## src/rtl/itoa_pkg.sv

```systemverilog
// ----------------------------------------------------------------------------
// itoa_pkg
// Shared types and constants of the integer to ASCII converter.
// ----------------------------------------------------------------------------
`default_nettype none

package itoa_pkg;

  localparam int unsigned IN_VALUE_W = 64;
  localparam int unsigned CHAR_W     = 8;
  localparam int unsigned NUM_DIGITS = 20;
  localparam int unsigned DIG_IDX_W  = 5;
  localparam int unsigned BCD_W      = NUM_DIGITS * 4;

  localparam logic [CHAR_W-1:0] ASCII_ZERO      = 8'd48;
  localparam logic [CHAR_W-1:0] ASCII_ALPHA_OFS = 8'd55;
  localparam logic [CHAR_W-1:0] ASCII_MINUS     = 8'd45;
  localparam logic [3:0]        DEC_LIMIT       = 4'd10;

  typedef enum logic {
    RADIX_DEC = 1'b0,
    RADIX_HEX = 1'b1
  } radix_e;

  typedef struct packed {
    logic signed [IN_VALUE_W-1:0] value;
    radix_e                       radix;
  } itoa_req_t;

  typedef struct packed {
    logic [CHAR_W-1:0] char_out;
    logic              last_char;
  } itoa_rsp_t;

  function automatic logic [CHAR_W-1:0] digit_to_ascii(logic [3:0] d);
    logic [CHAR_W-1:0] ext;
    ext = {4'b0000, d};
    if (d < DEC_LIMIT) begin
      return ext + ASCII_ZERO;
    end else begin
      return ext + ASCII_ALPHA_OFS;
    end
  endfunction

endpackage

`default_nettype wire

```

## src/rtl/itoa_front.sv

```systemverilog
// ----------------------------------------------------------------------------
// itoa_front
// Accepts a request, forms sign and magnitude, and pushes it to the queue.
// ----------------------------------------------------------------------------
`default_nettype none

module itoa_front #(
  parameter int unsigned VALUE_BITS = 64
) (
  input  wire logic                  start_i,
  input  wire itoa_pkg::itoa_req_t   req_i,
  input  wire logic                  full_i,
  output logic                       busy_o,
  output logic                       push_o,
  output logic [VALUE_BITS+1:0]      entry_o
);
  import itoa_pkg::*;

  logic [VALUE_BITS-1:0] bits;
  logic                  hex;
  logic                  neg;
  logic [VALUE_BITS-1:0] mag;

  assign bits = req_i.value[VALUE_BITS-1:0];
  assign hex  = (req_i.radix == RADIX_HEX);
  assign neg  = !hex && bits[VALUE_BITS-1];
  assign mag  = neg ? (~bits + VALUE_BITS'(1)) : bits;

  assign busy_o  = full_i;
  assign push_o  = start_i && !full_i;
  assign entry_o = {neg, hex, mag};

endmodule

`default_nettype wire

```

## src/rtl/itoa_queue.sv

```systemverilog
// ----------------------------------------------------------------------------
// itoa_queue
// Short FIFO between the request front and the conversion back end.
// ----------------------------------------------------------------------------
`default_nettype none

module itoa_queue #(
  parameter int unsigned WIDTH = 66,
  parameter int unsigned DEPTH = 2
) (
  input  wire logic             clk_i,
  input  wire logic             rst_ni,
  input  wire logic             push_i,
  input  wire logic [WIDTH-1:0] data_i,
  input  wire logic             pop_i,
  output logic [WIDTH-1:0]      data_o,
  output logic                  full_o,
  output logic                  empty_o
);

  localparam int unsigned PTR_W = (DEPTH > 1) ? $clog2(DEPTH) : 1;
  localparam int unsigned CNT_W = $clog2(DEPTH + 1);

  logic [WIDTH-1:0] mem_q [DEPTH];
  logic [PTR_W-1:0] wptr_q, wptr_d;
  logic [PTR_W-1:0] rptr_q, rptr_d;
  logic [CNT_W-1:0] cnt_q, cnt_d;

  function automatic logic [PTR_W-1:0] next_ptr(logic [PTR_W-1:0] p);
    if (p == PTR_W'(DEPTH - 1)) begin
      return '0;
    end else begin
      return p + PTR_W'(1);
    end
  endfunction

  assign full_o  = (cnt_q == CNT_W'(DEPTH));
  assign empty_o = (cnt_q == '0);
  assign data_o  = mem_q[rptr_q];

  always_comb begin
    wptr_d = push_i ? next_ptr(wptr_q) : wptr_q;
    rptr_d = pop_i ? next_ptr(rptr_q) : rptr_q;
    cnt_d  = cnt_q;
    if (push_i && !pop_i) begin
      cnt_d = cnt_q + CNT_W'(1);
    end else if (pop_i && !push_i) begin
      cnt_d = cnt_q - CNT_W'(1);
    end
  end

  always_ff @(posedge clk_i or negedge rst_ni) begin
    if (!rst_ni) begin
      wptr_q <= '0;
      rptr_q <= '0;
      cnt_q  <= '0;
    end else begin
      wptr_q <= wptr_d;
      rptr_q <= rptr_d;
      cnt_q  <= cnt_d;
    end
  end

  always_ff @(posedge clk_i) begin
    if (push_i) begin
      mem_q[wptr_q] <= data_i;
    end
  end

  assert property (@(posedge clk_i) disable iff (!rst_ni) push_i |-> !full_o)
    else $error("push into full queue");
  assert property (@(posedge clk_i) disable iff (!rst_ni) pop_i |-> !empty_o)
    else $error("pop from empty queue");
  assert property (@(posedge clk_i) disable iff (!rst_ni)
                   (push_i && !pop_i) |=> !empty_o)
    else $error("queue lost a request");

endmodule

`default_nettype wire

```

## src/rtl/itoa_back.sv

```systemverilog
// ----------------------------------------------------------------------------
// itoa_back
// Converts a magnitude to digits and emits the characters, top digit first.
// ----------------------------------------------------------------------------
`default_nettype none

module itoa_back #(
  parameter int unsigned VALUE_BITS = 64
) (
  input  wire logic                clk_i,
  input  wire logic                rst_ni,
  input  wire logic [VALUE_BITS+1:0] entry_i,
  input  wire logic                empty_i,
  output logic                     pop_o,
  output logic                     char_valid_o,
  output itoa_pkg::itoa_rsp_t      char_o
);
  import itoa_pkg::*;

  localparam int unsigned MAG_W = ((VALUE_BITS + 3) / 4) * 4;
  localparam int unsigned STEPS = MAG_W / 4;
  localparam int unsigned CNT_W = (STEPS > 1) ? $clog2(STEPS) : 1;

  typedef enum logic [2:0] {
    ST_IDLE,
    ST_CONV,
    ST_SCAN,
    ST_SIGN,
    ST_EMIT
  } state_e;

  state_e               state_q;
  logic                 neg_q;
  logic [MAG_W-1:0]     bin_q;
  logic [BCD_W-1:0]     dig_q;
  logic [CNT_W-1:0]     cnt_q;
  logic [DIG_IDX_W-1:0] idx_q;
  logic                 out_valid_q;
  itoa_rsp_t            out_q;

  logic                 e_neg;
  logic                 e_hex;
  logic [VALUE_BITS-1:0] e_mag;
  logic [DIG_IDX_W-1:0] top_idx;

  function automatic logic [BCD_W-1:0] dabble4(logic [BCD_W-1:0] bcd, logic [3:0] nib);
    logic [BCD_W-1:0] acc;
    acc = bcd;
    for (int s = 3; s >= 0; s--) begin
      for (int d = 0; d < NUM_DIGITS; d++) begin
        if (acc[d*4 +: 4] >= 4'd5) begin
          acc[d*4 +: 4] = acc[d*4 +: 4] + 4'd3;
        end
      end
      acc = {acc[BCD_W-2:0], nib[s]};
    end
    return acc;
  endfunction

  assign e_neg = entry_i[VALUE_BITS+1];
  assign e_hex = entry_i[VALUE_BITS];
  assign e_mag = entry_i[VALUE_BITS-1:0];
  assign pop_o = (state_q == ST_IDLE) && !empty_i;

  always_comb begin
    top_idx = '0;
    for (int d = 0; d < NUM_DIGITS; d++) begin
      if (dig_q[d*4 +: 4] != 4'd0) begin
        top_idx = DIG_IDX_W'(d);
      end
    end
  end

  always_ff @(posedge clk_i or negedge rst_ni) begin
    if (!rst_ni) begin
      state_q     <= ST_IDLE;
      neg_q       <= 1'b0;
      bin_q       <= '0;
      dig_q       <= '0;
      cnt_q       <= '0;
      idx_q       <= '0;
      out_valid_q <= 1'b0;
      out_q       <= '0;
    end else begin
      out_valid_q <= 1'b0;
      case (state_q)
        ST_IDLE: begin
          if (!empty_i) begin
            neg_q <= e_neg;
            if (e_hex) begin
              dig_q   <= BCD_W'(e_mag);
              state_q <= ST_SCAN;
            end else begin
              dig_q   <= '0;
              bin_q   <= MAG_W'(e_mag);
              cnt_q   <= CNT_W'(STEPS - 1);
              state_q <= ST_CONV;
            end
          end
        end
        ST_CONV: begin
          dig_q <= dabble4(dig_q, bin_q[MAG_W-1 -: 4]);
          bin_q <= bin_q << 4;
          cnt_q <= cnt_q - CNT_W'(1);
          if (cnt_q == '0) begin
            state_q <= ST_SCAN;
          end
        end
        ST_SCAN: begin
          idx_q   <= top_idx;
          state_q <= neg_q ? ST_SIGN : ST_EMIT;
        end
        ST_SIGN: begin
          out_valid_q     <= 1'b1;
          out_q.char_out  <= ASCII_MINUS;
          out_q.last_char <= 1'b0;
          state_q         <= ST_EMIT;
        end
        ST_EMIT: begin
          out_valid_q     <= 1'b1;
          out_q.char_out  <= digit_to_ascii(dig_q[idx_q*4 +: 4]);
          out_q.last_char <= (idx_q == '0);
          if (idx_q == '0) begin
            state_q <= ST_IDLE;
          end else begin
            idx_q <= idx_q - DIG_IDX_W'(1);
          end
        end
        default: begin
          state_q <= ST_IDLE;
        end
      endcase
    end
  end

  assign char_valid_o = out_valid_q;
  assign char_o       = out_q;

  assert property (@(posedge clk_i) disable iff (!rst_ni)
                   (out_valid_q && out_q.char_out == ASCII_MINUS) |-> !out_q.last_char)
    else $error("sign emitted as last character");
  assert property (@(posedge clk_i) disable iff (!rst_ni)
                   (out_valid_q && out_q.last_char) |=> !out_valid_q)
    else $error("character after end of number");
  assert property (@(posedge clk_i) disable iff (!rst_ni)
                   (out_valid_q && !out_q.last_char) |=> out_valid_q)
    else $error("gap inside a number");
  assert property (@(posedge clk_i) disable iff (!rst_ni)
                   (state_q == ST_CONV && cnt_q != '0) |=> state_q == ST_CONV)
    else $error("conversion cut short");

endmodule

`default_nettype wire

```

## src/rtl/integer_to_ascii_digits.sv

```systemverilog
// ----------------------------------------------------------------------------
// integer_to_ascii_digits
// Integer to ASCII text, signed decimal or upper-case hexadecimal.
// ----------------------------------------------------------------------------
// Channel    Ports                       Direction  Handshake
// request    start_i, busy_o, req_i      in         taken when start_i && !busy_o
// character  char_valid_o, char_o        out        one-cycle strobe, no stall
//
// A request enters a two-entry queue in the cycle it is taken; busy_o is high
// only while that queue is full.
// Decimal: the entry is loaded in ST_IDLE, converted to BCD in ST_CONV and
// scanned for its top digit in ST_SCAN, then one character per cycle leaves,
// sign first, each registered before it reaches the ports. Hex skips ST_CONV.
// Decimal digits come from the 4-bit per cycle BCD converter, and characters
// leave through the one-character-per-cycle output.
// Characters of one number leave on consecutive cycles; the receiver cannot
// stall them. Reset clears the queue and the converter.
// ----------------------------------------------------------------------------
`default_nettype none

module integer_to_ascii_digits #(
  parameter int unsigned VALUE_BITS = 64
) (
  input  wire logic                clk_i,
  input  wire logic                rst_ni,
  input  wire logic                start_i,
  input  wire itoa_pkg::itoa_req_t req_i,
  output logic                     busy_o,
  output logic                     char_valid_o,
  output itoa_pkg::itoa_rsp_t      char_o
);
  import itoa_pkg::*;

  localparam int unsigned ENTRY_W = VALUE_BITS + 2;

  logic               push;
  logic               pop;
  logic               full;
  logic               empty;
  logic [ENTRY_W-1:0] wr_entry;
  logic [ENTRY_W-1:0] rd_entry;

  itoa_front #(
    .VALUE_BITS(VALUE_BITS)
  ) u_front (
    .start_i (start_i),
    .req_i   (req_i),
    .full_i  (full),
    .busy_o  (busy_o),
    .push_o  (push),
    .entry_o (wr_entry)
  );

  itoa_queue #(
    .WIDTH(ENTRY_W),
    .DEPTH(2)
  ) u_queue (
    .clk_i   (clk_i),
    .rst_ni  (rst_ni),
    .push_i  (push),
    .data_i  (wr_entry),
    .pop_i   (pop),
    .data_o  (rd_entry),
    .full_o  (full),
    .empty_o (empty)
  );

  itoa_back #(
    .VALUE_BITS(VALUE_BITS)
  ) u_back (
    .clk_i        (clk_i),
    .rst_ni       (rst_ni),
    .entry_i      (rd_entry),
    .empty_i      (empty),
    .pop_o        (pop),
    .char_valid_o (char_valid_o),
    .char_o       (char_o)
  );

endmodule

`default_nettype wire

```

## config.mk

```make
export PLATFORM = sky130hd
export DESIGN_NAME = integer_to_ascii_digits
export DESIGN_NICKNAME = d
export VERILOG_FILES = /design/src/rtl/itoa_pkg.sv /design/src/rtl/itoa_front.sv /design/src/rtl/itoa_queue.sv /design/src/rtl/itoa_back.sv /design/src/rtl/integer_to_ascii_digits.sv
export SDC_FILE = /design/constraint.sdc
export NUM_CORES = 1
export LEC_CHECK = 0
export ABC_AREA = 1
export BUFFER_PORTS_ARGS = -buffer_cell sky130_fd_sc_hd__buf_4
export CAP_MARGIN = 20
export CORE_MARGIN = 5
export CORE_UTILIZATION = 65
export CTS_BUF_LIST = sky130_fd_sc_hd__clkbuf_8
export DETAILED_ROUTE_END_ITERATION = 8
export PLACE_DENSITY = 0.81
export SETUP_SLACK_MARGIN = 0.5
export SLEW_MARGIN = 10
export SYNTH_ARGS = -nofsm -noshare
export SYNTH_HDL_FRONTEND = slang
export SYNTH_SLANG_ARGS = --single-unit
```

## constraint.sdc

```tcl
create_clock -name clk_i -period 6.8 [get_ports clk_i]
set_input_delay 0.34 -clock clk_i [delete_from_list [all_inputs] [get_ports clk_i]]
set_output_delay 0.34 -clock clk_i [all_outputs]
set_load 0.05 [all_outputs]
```

==> results of run 1 <==
==> worst max-delay path, delay by kind of cell, from the launching register on <==
kind,cells,cell delay [ns]
AND/OR/NAND/NOR,19,1.81
adder cells (fa/ha/maj),4,0.73
buffers and inverters,6,0.48
flip-flops,1,0.40
==> final cells by class <==
cell class	count	area, µm²
clock buffers	62	853
clock inverters	32	206
fillers	2821	10100
inverters	477	1790
multi-input cells	2432	13300
flip-flops and latches	302	8220
well taps	461	577
repair buffers	98	747
==> through the flow <==
stage	instance area, µm²	hold slack (ns)
final	25700	0.0777
after global placement	24600	0.472
after global routing	25700	0.0708
after floorplan	23600	0.0444
after detailed placement	24600	0.480
after CTS	25700	0.0425
==> placed cells by master, fill, tap and decap left out, types with 17 or more instances in the layout <==
cell type and n:
buf_4 94, clkbuf_8 62, nand2_1 942, xnor2_1 25
nor3_1 17, inv_1 439, dfrtp_1 169, a31oi_1 48
xor2_1 41, a21oi_1 115, ha_1 88, nand4_1 52
nand3_2 48, o21ai_2 24, inv_2 41, nor2_1 199
mux2_2 60, edfxtp_1 132, nand3_1 286, o21ai_0 151
o211ai_1 51, nand2_2 125
==> worst max path at each step <==
stage | depth (start not counted) | start | end
6_report | 29 | u_back.dig_q[72] | u_back.dig_q[78]
5_1_grt | 29 | u_back.dig_q[72] | u_back.dig_q[78]
4_1_cts | 29 | u_back.dig_q[72] | u_back.dig_q[78]
3_5_place_dp | 29 | u_back.dig_q[72] | u_back.dig_q[78]
3_3_place_gp | 29 | u_back.dig_q[72] | u_back.dig_q[78]
2_1_floorplan | 3 | u_queue.cnt_q[1] | u_queue.mem_q[1][0]
==> registers in the layout, summed over array words and instances (netlist names) <==
signal	flops
u_back.bin_q	64
u_back.char_o	8
u_back.char_valid_o	1
u_back.cnt_q	4
u_back.dig_q	80
u_back.idx_q	5
u_back.neg_q	1
u_back.state_q	3
u_queue.cnt_q	2
u_queue.mem_q	132
u_queue.rptr_q	1
u_queue.wptr_q	1
==> kinds of logic after synthesis <==
family          Yosys count  synth area share [%]
simple gates           1758                  34.2
other cells               1                0.0159
compound gates          448                  11.1
flops                   302                  34.8
xor+xnor                 73                  2.93
mux                      64                  3.03
buf+inv                 565                  9.28
fa+ha+maj                88                  4.66
==> what timing repair did <==
item / 4_1_cts / 5_1_grt
hold buffers: 3 / 0
hold endpoints to repair: 105 / 0
endpoints found under the setup margin: 0 / 0
==> layer usage <==
metal  vias up  routed length [µm]  track usage (%)
met5         -                   0                0
met4         0                1380             7.87
met3       105                4030             3.83
met2       746               28000             48.1
met1     10300               26200             39.7
li1      10900                   -                -
==> summary.txt, run 1 <==
Worst hold path
  • WHS Endpoint: u_queue.mem_q[1][29]
  • Hold Crit Start: req_i[30]
  • Worst Hold Depth: 2
  • Hold Path Class: input pin to flop

Critical path
  • Slowest stage delay, CP: 0.40 ns
  • Setup crit end kind: flop
  • Critical Path Fanout Max: 5
  • Arrival time at the worst endpoint: about 4.0 ns
  • Critical R2R Capture: u_back.dig_q[78]
  • Reg2Reg Setup Slack: about 3.3 ns
  • CP required: ~7.3 ns
  • Most frequent CP cell: nand2_1
  • Slowest cell on crit path: dfrtp_1
  • Startpoint Class: flop
  • CP Class: flop to flop
  • RR Startpoint: u_back.dig_q[72]
  • R2r worst-path depth: 29

Die
  • Starting Density: between 60% and 70%
  • Core area: 0.0357 mm²
  • Chip Height: about 200 µm
  • Ports: 79
  • Die X-Extent: between 200 and 250 µm
  • # rows: 69
  • Die ar.: 0.0403 mm²

Clocking
  • Worst-path clk slew: ~0.060 ns
  • CTS tree: yes
  • Max Buffers Root-to-Sink: 3
  • Root Driver: clkbuf_8
  • H-tree depth: 2
  • # Post-CTS Setup Buffers: 0
  • CTS Buf Count: 51
  • Worst-Skew Late Latency: about 0.61 ns
  • Cells resized by post-CTS repair: 0
  • Clock sink count: roughly 300

Global routing
  • Total Routing Usage GR: 28.7%
  • First-pass GRT wire length: slightly below 100000 µm
  • Largest net degree at the start of global routing: 103
  • Initial antenna violation count: 0
  • Number of global-route vias before repair: ~21000
  • GRT overflow: 0

Synthesis
  • Most area-hungry cell type in the Yosys netlist: dfrtp_1
  • Synth cell count leaders: nand2_1 (942), inv_1 (432), nand3_1 (286), nor2_1 (204), dfrtp_1 (170)
  • Syn_nets: roughly 3500
  • Syn avg cell area: between 7 and 8 µm²
  • Synth async-reset ratio: a little under three fifths
  • Post-synth EDFFs: 132
  • Yosys cell types: 60
  • Post-Syn Area: 0.0236 mm²
  • Flops & latches, synth: 302
  • Top post-synthesis cells by area: dfrtp_1 (18%), edfxtp_1 (17%), nand2_1 (15%), inv_1 (6.9%), nand3_1 (6.1%)
  • Ys flop type: dfrtp_1
  • Count leader, synth: nand2_1
  • Post-Synthesis Cells: roughly 3300
  • Share of the synthesized area in the top cell type: between 10% and 20%
  • YS warnings: 0
  • Seq/Total Area, Yosys: about a third

Layout
  • Final net count: 3518
  • Finished Layout Cells: 3864
  • Layout area overhead: 8.52%
  • Fin util: 71.8%
  • Layout cells sized above 1: roughly 15%
  • Antenna fix cells: 0

Drt
  • Starting DRT DRC Count: ~1700
  • Vias per cell: approximately 5.7
  • Drt first pass iters: 6
  • Post-route DRC violation count: 0
  • Post-route ant nets: 0
  • Post-DR wirelength/cell: ~15 µm
  • Vias post-DR: 22100
  • Detailed Route WL: roughly 60000 µm

Timing
  • Slew headroom: between 30% and 40%
  • # setup viols final: 0
  • Final Max Slew Viols: 0
  • Final Cycle Share: just over 50%
  • Final Critical Period: between 3 and 4 ns
  • Setup TNS: 0 ns
  • Worst-margin pin slew: 1.01 ns
  • Fin. Hold Viols: 0
  • Peak Freq: 287 MHz
  • Post-Route Skew: ~0.029 ns
  • RSZ-0062 raised after global routing: false
  • Worst setup margin: roughly 3.3 ns

Run
  • Max cap viols: 0

Place
  • Port-buffer cells: between 70 and 80
  • Post-Place Setup Slack: about 3.4 ns
  • DP Wirelength: between 40000 and 50000 µm
  • Number of placed cells counting well taps: 3767
  • Routability cong.: just over 0.9

Status
  • Status: complete, no violations
Power of run 1 is not shown: default switching activity piles up to over one toggle a cycle in this logic, so the estimate is an artifact.
==> inputs of run 2 (changes only) <==
--- a/config.mk
+++ b/config.mk
@@ -5,14 +5,14 @@
 export SDC_FILE = /design/constraint.sdc
 export NUM_CORES = 1
 export LEC_CHECK = 0
-export ABC_AREA = 1
+export ABC_AREA = 0
 export BUFFER_PORTS_ARGS = -buffer_cell sky130_fd_sc_hd__buf_4
 export CAP_MARGIN = 20
 export CORE_MARGIN = 5
-export CORE_UTILIZATION = 65
+export CORE_UTILIZATION = 59
 export CTS_BUF_LIST = sky130_fd_sc_hd__clkbuf_8
 export DETAILED_ROUTE_END_ITERATION = 8
-export PLACE_DENSITY = 0.81
+export PLACE_DENSITY = 0.77
 export SETUP_SLACK_MARGIN = 0.5
 export SLEW_MARGIN = 10
 export SYNTH_ARGS = -nofsm -noshare
==> constraint.sdc (replaced) <==
create_clock -name clk_i -period 2.9 [get_ports clk_i]
set_input_delay 0.145 -clock clk_i [delete_from_list [all_inputs] [get_ports clk_i]]
set_output_delay 0.145 -clock clk_i [all_outputs]
set_load 0.05 [all_outputs]
==> run 2 against run 1 <==
The flow now stops in global routing. Synthesized cell count shrank 14%. Area after synthesis grew 1.9%.
==> summary.txt, run 2 <==
Place
  • DP Wirelength: 59300 µm (was 44500 µm)
  • Port-buffer cells: 77 (unchanged)
  • Number of placed cells counting well taps: 3991 (was 3767)
  • Routability cong.: 0.952 (was 0.920)

Timing
  • Worst ep type: register data pin
  • Worst_ep grt: u_back.dig_q[65]$_DFFE_PN0P_/D

Synthesis
  • Most area-hungry cell type in the Yosys netlist: dfrtp_1 (unchanged)
  • Count leader, synth: o21ai_0 (was nand2_1)
  • Top post-synthesis cells by area: dfrtp_1 (18%), edfxtp_1 (16%), mux2i_1 (5.8%), o21ai_0 (5.7%), a21oi_1 (4.7%) (was dfrtp_1 (18%), edfxtp_1 (17%), nand2_1 (15%), inv_1 (6.9%), nand3_1 (6.1%))
  • Post-Synthesis Cells: 2838 (was 3299)
  • Yosys cell types: 81 (was 60)
  • Synth cell count leaders: o21ai_0 (274), nand2_1 (254), a21oi_1 (228), nor2_1 (224), dfrtp_1 (170) (was nand2_1 (942), inv_1 (432), nand3_1 (286), nor2_1 (204), dfrtp_1 (170))
  • Ys flop type: dfrtp_1 (unchanged)
  • Post-synth EDFFs: 132 (unchanged)
  • Syn_nets: 2994 (was 3455)
  • Syn avg cell area: 8.49 µm² (was 7.17 µm²)
  • YS warnings: 0 (unchanged)
  • Post-Syn Area: 0.0241 mm² (was 0.0236 mm²)
  • Seq/Total Area, Yosys: 34.1% (was 34.8%)
  • Share of the synthesized area in the top cell type: 17.7% (was 18.0%)
  • Flops & latches, synth: 302 (unchanged)
  • Synth async-reset ratio: 56.3% (unchanged)

Die
  • # rows: 74 (was 69)
  • Ports: 79 (unchanged)
  • Starting Density: 59.3% (was 66.1%)
  • Die X-Extent: 212 µm (was 201 µm)
  • Chip Height: 212 µm (was 201 µm)

Clocking
  • H-tree depth: 2 (unchanged)
  • Max Buffers Root-to-Sink: 3 (unchanged)
  • Clock sink count: 302 (unchanged)
  • Root Driver: clkbuf_8 (unchanged)
  • CTS Buf Count: 53 (was 51)

Global routing
  • GRT overflow: roughly 170
  • Total Routing Usage GR: between 70% and 80%
  • Largest net degree at the start of global routing: 131

Status
  • First Err: [ERROR GRT-0232] Routing congestion too high. Check the congestion heatmap in the GUI.
  • Status: did not finish (was complete, no violations)
  • Last stage: global routing
[run 2: layer usage]
layer / GRT usage [%] / overflow
met1: 76.4 / 1
met4: 81.8 / 70
met2: 93.2 / 83
met3: 63.1 / 14
met5: 30.3 / 0
[run 2: what timing repair did]
action,CTS
hold buffers,70
setup buffers,124
endpoints found under the hold margin,260
pin swaps,235
resized for setup,386
setup endpoints to repair,129
[run 2: stage by stage]
| step | worst slack, ns | area (µm²) |
|---|---|---|
| after floorplan | -0.546 | 26200 |
| after global placement | -0.524 | 32200 |
| after detailed placement | -0.633 | 32200 |
| after CTS | -0.529 | 36900 |
[run 2: cell families after synthesis]
logic type      after synthesis  share of synthesized area (%)
simple gates                946                           19.1
flops                       302                           34.1
fa+ha+maj                    88                           4.57
other cells                   1                         0.0156
buf+inv                     268                           4.22
mux                         187                           9.00
xor+xnor                     82                           2.98
compound gates              964                           26.0
==> inputs of run 3 (changes only) <==
--- a/config.mk
+++ b/config.mk
@@ -9,11 +9,9 @@
 export BUFFER_PORTS_ARGS = -buffer_cell sky130_fd_sc_hd__buf_4
 export CAP_MARGIN = 20
 export CORE_MARGIN = 5
-export CORE_UTILIZATION = 59
-export CTS_BUF_LIST = sky130_fd_sc_hd__clkbuf_8
+export CORE_UTILIZATION = 40
 export DETAILED_ROUTE_END_ITERATION = 8
-export PLACE_DENSITY = 0.77
-export SETUP_SLACK_MARGIN = 0.5
+export PLACE_DENSITY_LB_ADDON = 0.15
 export SLEW_MARGIN = 10
 export SYNTH_ARGS = -nofsm -noshare
 export SYNTH_HDL_FRONTEND = slang
==> constraint.sdc (replaced) <==
create_clock -name clk_i -period 3.8 [get_ports clk_i]
set_input_delay 0.19 -clock clk_i [delete_from_list [all_inputs] [get_ports clk_i]]
set_output_delay 0.19 -clock clk_i [all_outputs]
set_load 0.05 [all_outputs]
==> run 3 against run 2 <==
The run now ends clean. Area after synthesis stayed put. Synthesized cell count unchanged.
==> summary.txt, run 3 <==
Status
  • Status: complete, no violations (was did not finish)

Timing
  • # setup viols final: 0
  • Setup TNS: 0 ns
  • Worst-margin pin slew: between 0.9 and 1 ns
  • Slew headroom: between 30% and 40%
  • Post-Route Skew: 0.0297 ns
  • Fin. Hold Viols: 0
  • Final Cycle Share: between 90% and 100%
  • Final Max Slew Viols: 0
  • Final Critical Period: 3.66 ns
  • RSZ-0062 raised after global routing: true
  • Peak Freq: 273 MHz

Drt
  • Post-route ant nets: 0
  • Detailed Route WL: slightly above 70000 µm
  • Post-DR wirelength/cell: around 19 µm
  • Vias per cell: 5.83
  • Met1 WL: roughly 34000 µm
  • Top sig layer: met4
  • Drt first pass iters: 5
  • Metal2 WL: between 30000 and 40000 µm
  • Post-route DRC violation count: 0
  • Vias post-DR: around 22000
  • Metal3 WL: between 3000 and 4000 µm
  • Starting DRT DRC Count: about 1600

Clocking
  • Worst-Skew Late Latency: between 0.5 and 0.6 ns
  • H-tree depth: 2 (unchanged)
  • Clock sink count: 302 (unchanged)
  • CTS tree: yes
  • CTS Buf Count: 38 (was 53)
  • Root Driver: clkbuf_16 (was clkbuf_8)
  • Worst-path clk slew: 0.06 ns
  • Max Buffers Root-to-Sink: 3 (unchanged)

Synthesis
  • Largest family of logic cells by synthesized area: compound AO/OA/AOI/OAI gates (unchanged)
  • Post-Synth XOR/XNOR Area: 2.98% (unchanged)
  • Share of the synthesized area in the top cell type: 17.7% (unchanged)
  • Syn avg cell area: 8.49 µm² (unchanged)
  • Synth Area in Simple Gates: 19.1% (unchanged)
  • Seq/Total Area, Yosys: 34.1% (unchanged)
  • Post-Synthesis Cells: 2838 (unchanged)
  • Post-synth EDFFs: 132 (unchanged)
  • Yosys cell types: 81 (unchanged)
  • Compound-Gate Fraction of Synth Area: 26.0% (unchanged)
  • Most area-hungry cell type in the Yosys netlist: dfrtp_1 (unchanged)
  • YS warnings: 0 (unchanged)
  • Multiplexer share of the synthesized area: 9.00% (unchanged)
  • Count leader, synth: o21ai_0 (unchanged)
  • Synth cell count leaders: o21ai_0 (274), nand2_1 (254), a21oi_1 (228), nor2_1 (224), dfrtp_1 (170) (unchanged)
  • Flops & latches, synth: 302 (unchanged)
  • Synth async-reset ratio: 56.3% (unchanged)
  • Ys flop type: dfrtp_1 (unchanged)
  • Top post-synthesis cells by area: dfrtp_1 (18%), edfxtp_1 (16%), mux2i_1 (5.8%), o21ai_0 (5.7%), a21oi_1 (4.7%) (unchanged)
  • Post-Syn Area: 0.0241 mm² (unchanged)
  • Synth Area in Adders: 4.57% (unchanged)
  • Syn_nets: 2994 (unchanged)

Layout
  • Max FFs per register: roughly 130
  • Most frequent cells in the layout: o21ai_0 (260), nand2_1 (253), buf_4 (240)
  • Fin util: 48.2%
  • Largest regs: u_queue.mem_q (132), u_back.dig_q (80), u_back.bin_q (64)
  • Layout fillers: ~5600
  • Layout cells sized above 1: between 10% and 20%
  • Largest reg by FF count: u_queue.mem_q
  • Layout area overhead: 20.0%
  • Most common cell after layout, fill and taps aside: o21ai_0
  • Final net count: 3195

Die
  • Starting Density: 40.1% (was 59.3%)
  • Die X-Extent: 255 µm (was 212 µm)
  • Die ar.: approximately 0.065 mm²
  • Chip Height: 255 µm (was 212 µm)
  • Core area: approximately 0.06 mm²
  • # rows: 90 (was 74)
  • Ports: 79 (unchanged)

Global routing
  • Total Routing Usage GR: about 21%
  • Initial antenna violation count: 1
  • Number of global-route vias before repair: roughly 22000
  • Largest net degree at the start of global routing: 87
  • GRT overflow: 0
  • First-pass GRT wire length: between 100000 and 150000 µm

Critical path
  • CP Class: input pin to flop
  • Arrival time at the worst endpoint: approximately 4 ns
  • CP required: 4.09 ns
  • Setup crit end kind: flop
  • Critical Path Fanout Max: 6
  • Startpoint Class: input pin

Run
  • Max cap viols: 0

Place
  • Port-buffer cells: 77 (unchanged)
  • DP Wirelength: 52600 µm (was 59300 µm)
  • Routability cong.: 0.908 (was 0.952)

Worst hold path
  • Hold Path Class: input pin to flop
-- run 3: cell counts after synthesis --
Identical to the previous run, type by type.
-- run 3: logic make-up (layout without fill, tap and decap cells) --
group / after synthesis / after routing
AOI/OAI and AO/OA: 964 / 964
and+or+nand+nor: 946 / 946
DFF: 302 / 302
buffers and inverters: 268 / 494
muxes: 187 / 187
adders and majority gates: 88 / 88
xor gates and xnor gates: 82 / 82
other: 1 / 2
-- run 3: metal layers --
layer	vias up	global-route usage, %
li1	11000	-
met1	10800	29.2
met2	588	33.8
met3	95	2.62
met4	0	5.35
met5	-	0
-- run 3: metrics by stage --
step / setup WS (ns) / hold slack [ns] / cell area (µm²) / instances
2_1_floorplan: -0.0106 / -0.106 / 24100 / 2838
3_3_place_gp: 0.0745 / 0.353 / 26500 / 3711
3_5_place_dp: -0.0391 / 0.359 / 26500 / 3712
4_1_cts: 0.00529 / 0.00210 / 28300 / 3836
5_1_grt: -0.0393 / 0.0155 / 28900 / 3846
6_report: 0.138 / 0.0279 / 28900 / 3847
-- run 3: cell type report --
cell class	instances	area, µm²	share of cell area, %
inverters	121	454	1.57
repair buffers	308	2560	8.86
clock inverters	16	146	0.506
well taps	782	978	3.38
diodes	1	2.50	0.00866
multi-input cells	2268	15500	53.7
clock buffers	49	1020	3.54
flip-flops and latches	302	8230	28.5
-- run 3: final timing paths --
kind                                        from  depth (start not counted)                   end  slack, ns
worst max register to register  u_back.dig_q[36]                         17      u_back.dig_q[39]       0.15
max in group asynchronous                 rst_ni                          3       u_back.dig_q[0]       2.56
worst min register to register  u_back.bin_q[43]                          2      u_back.bin_q[47]       0.48
worst max-delay path                   req_i[29]                         11  u_queue.mem_q[0][60]       0.14
worst min-delay path                   req_i[41]                          2  u_queue.mem_q[1][40]       0.03
min in group asynchronous                 rst_ni                          2      u_back.dig_q[17]       0.30
-- run 3: repair_timing --
| action | in CTS | in global routing |
|---|---|---|
| buffers inserted | 0 | 11 |
| hold buffers | 59 | 0 |
| pin swaps | 0 | 29 |
| endpoints found under the hold margin | 198 | 0 |
| endpoints found under the setup margin | 7 | 63 |
| gates resized for setup | 12 | 149 |
-- run 3: worst max-delay path, stage by stage --
cell and delay, ns:
dlygate4sd3_1 0.55, buf_4 0.16, or4_4 0.52, or3_4 0.36
or4_4 0.46, nor4b_4 0.27, or4b_4 0.53, or2_1 0.36
nor2_2 0.26, a21oi_1 0.11, xor2_1 0.17
Power of run 3 is left out for the same reason.
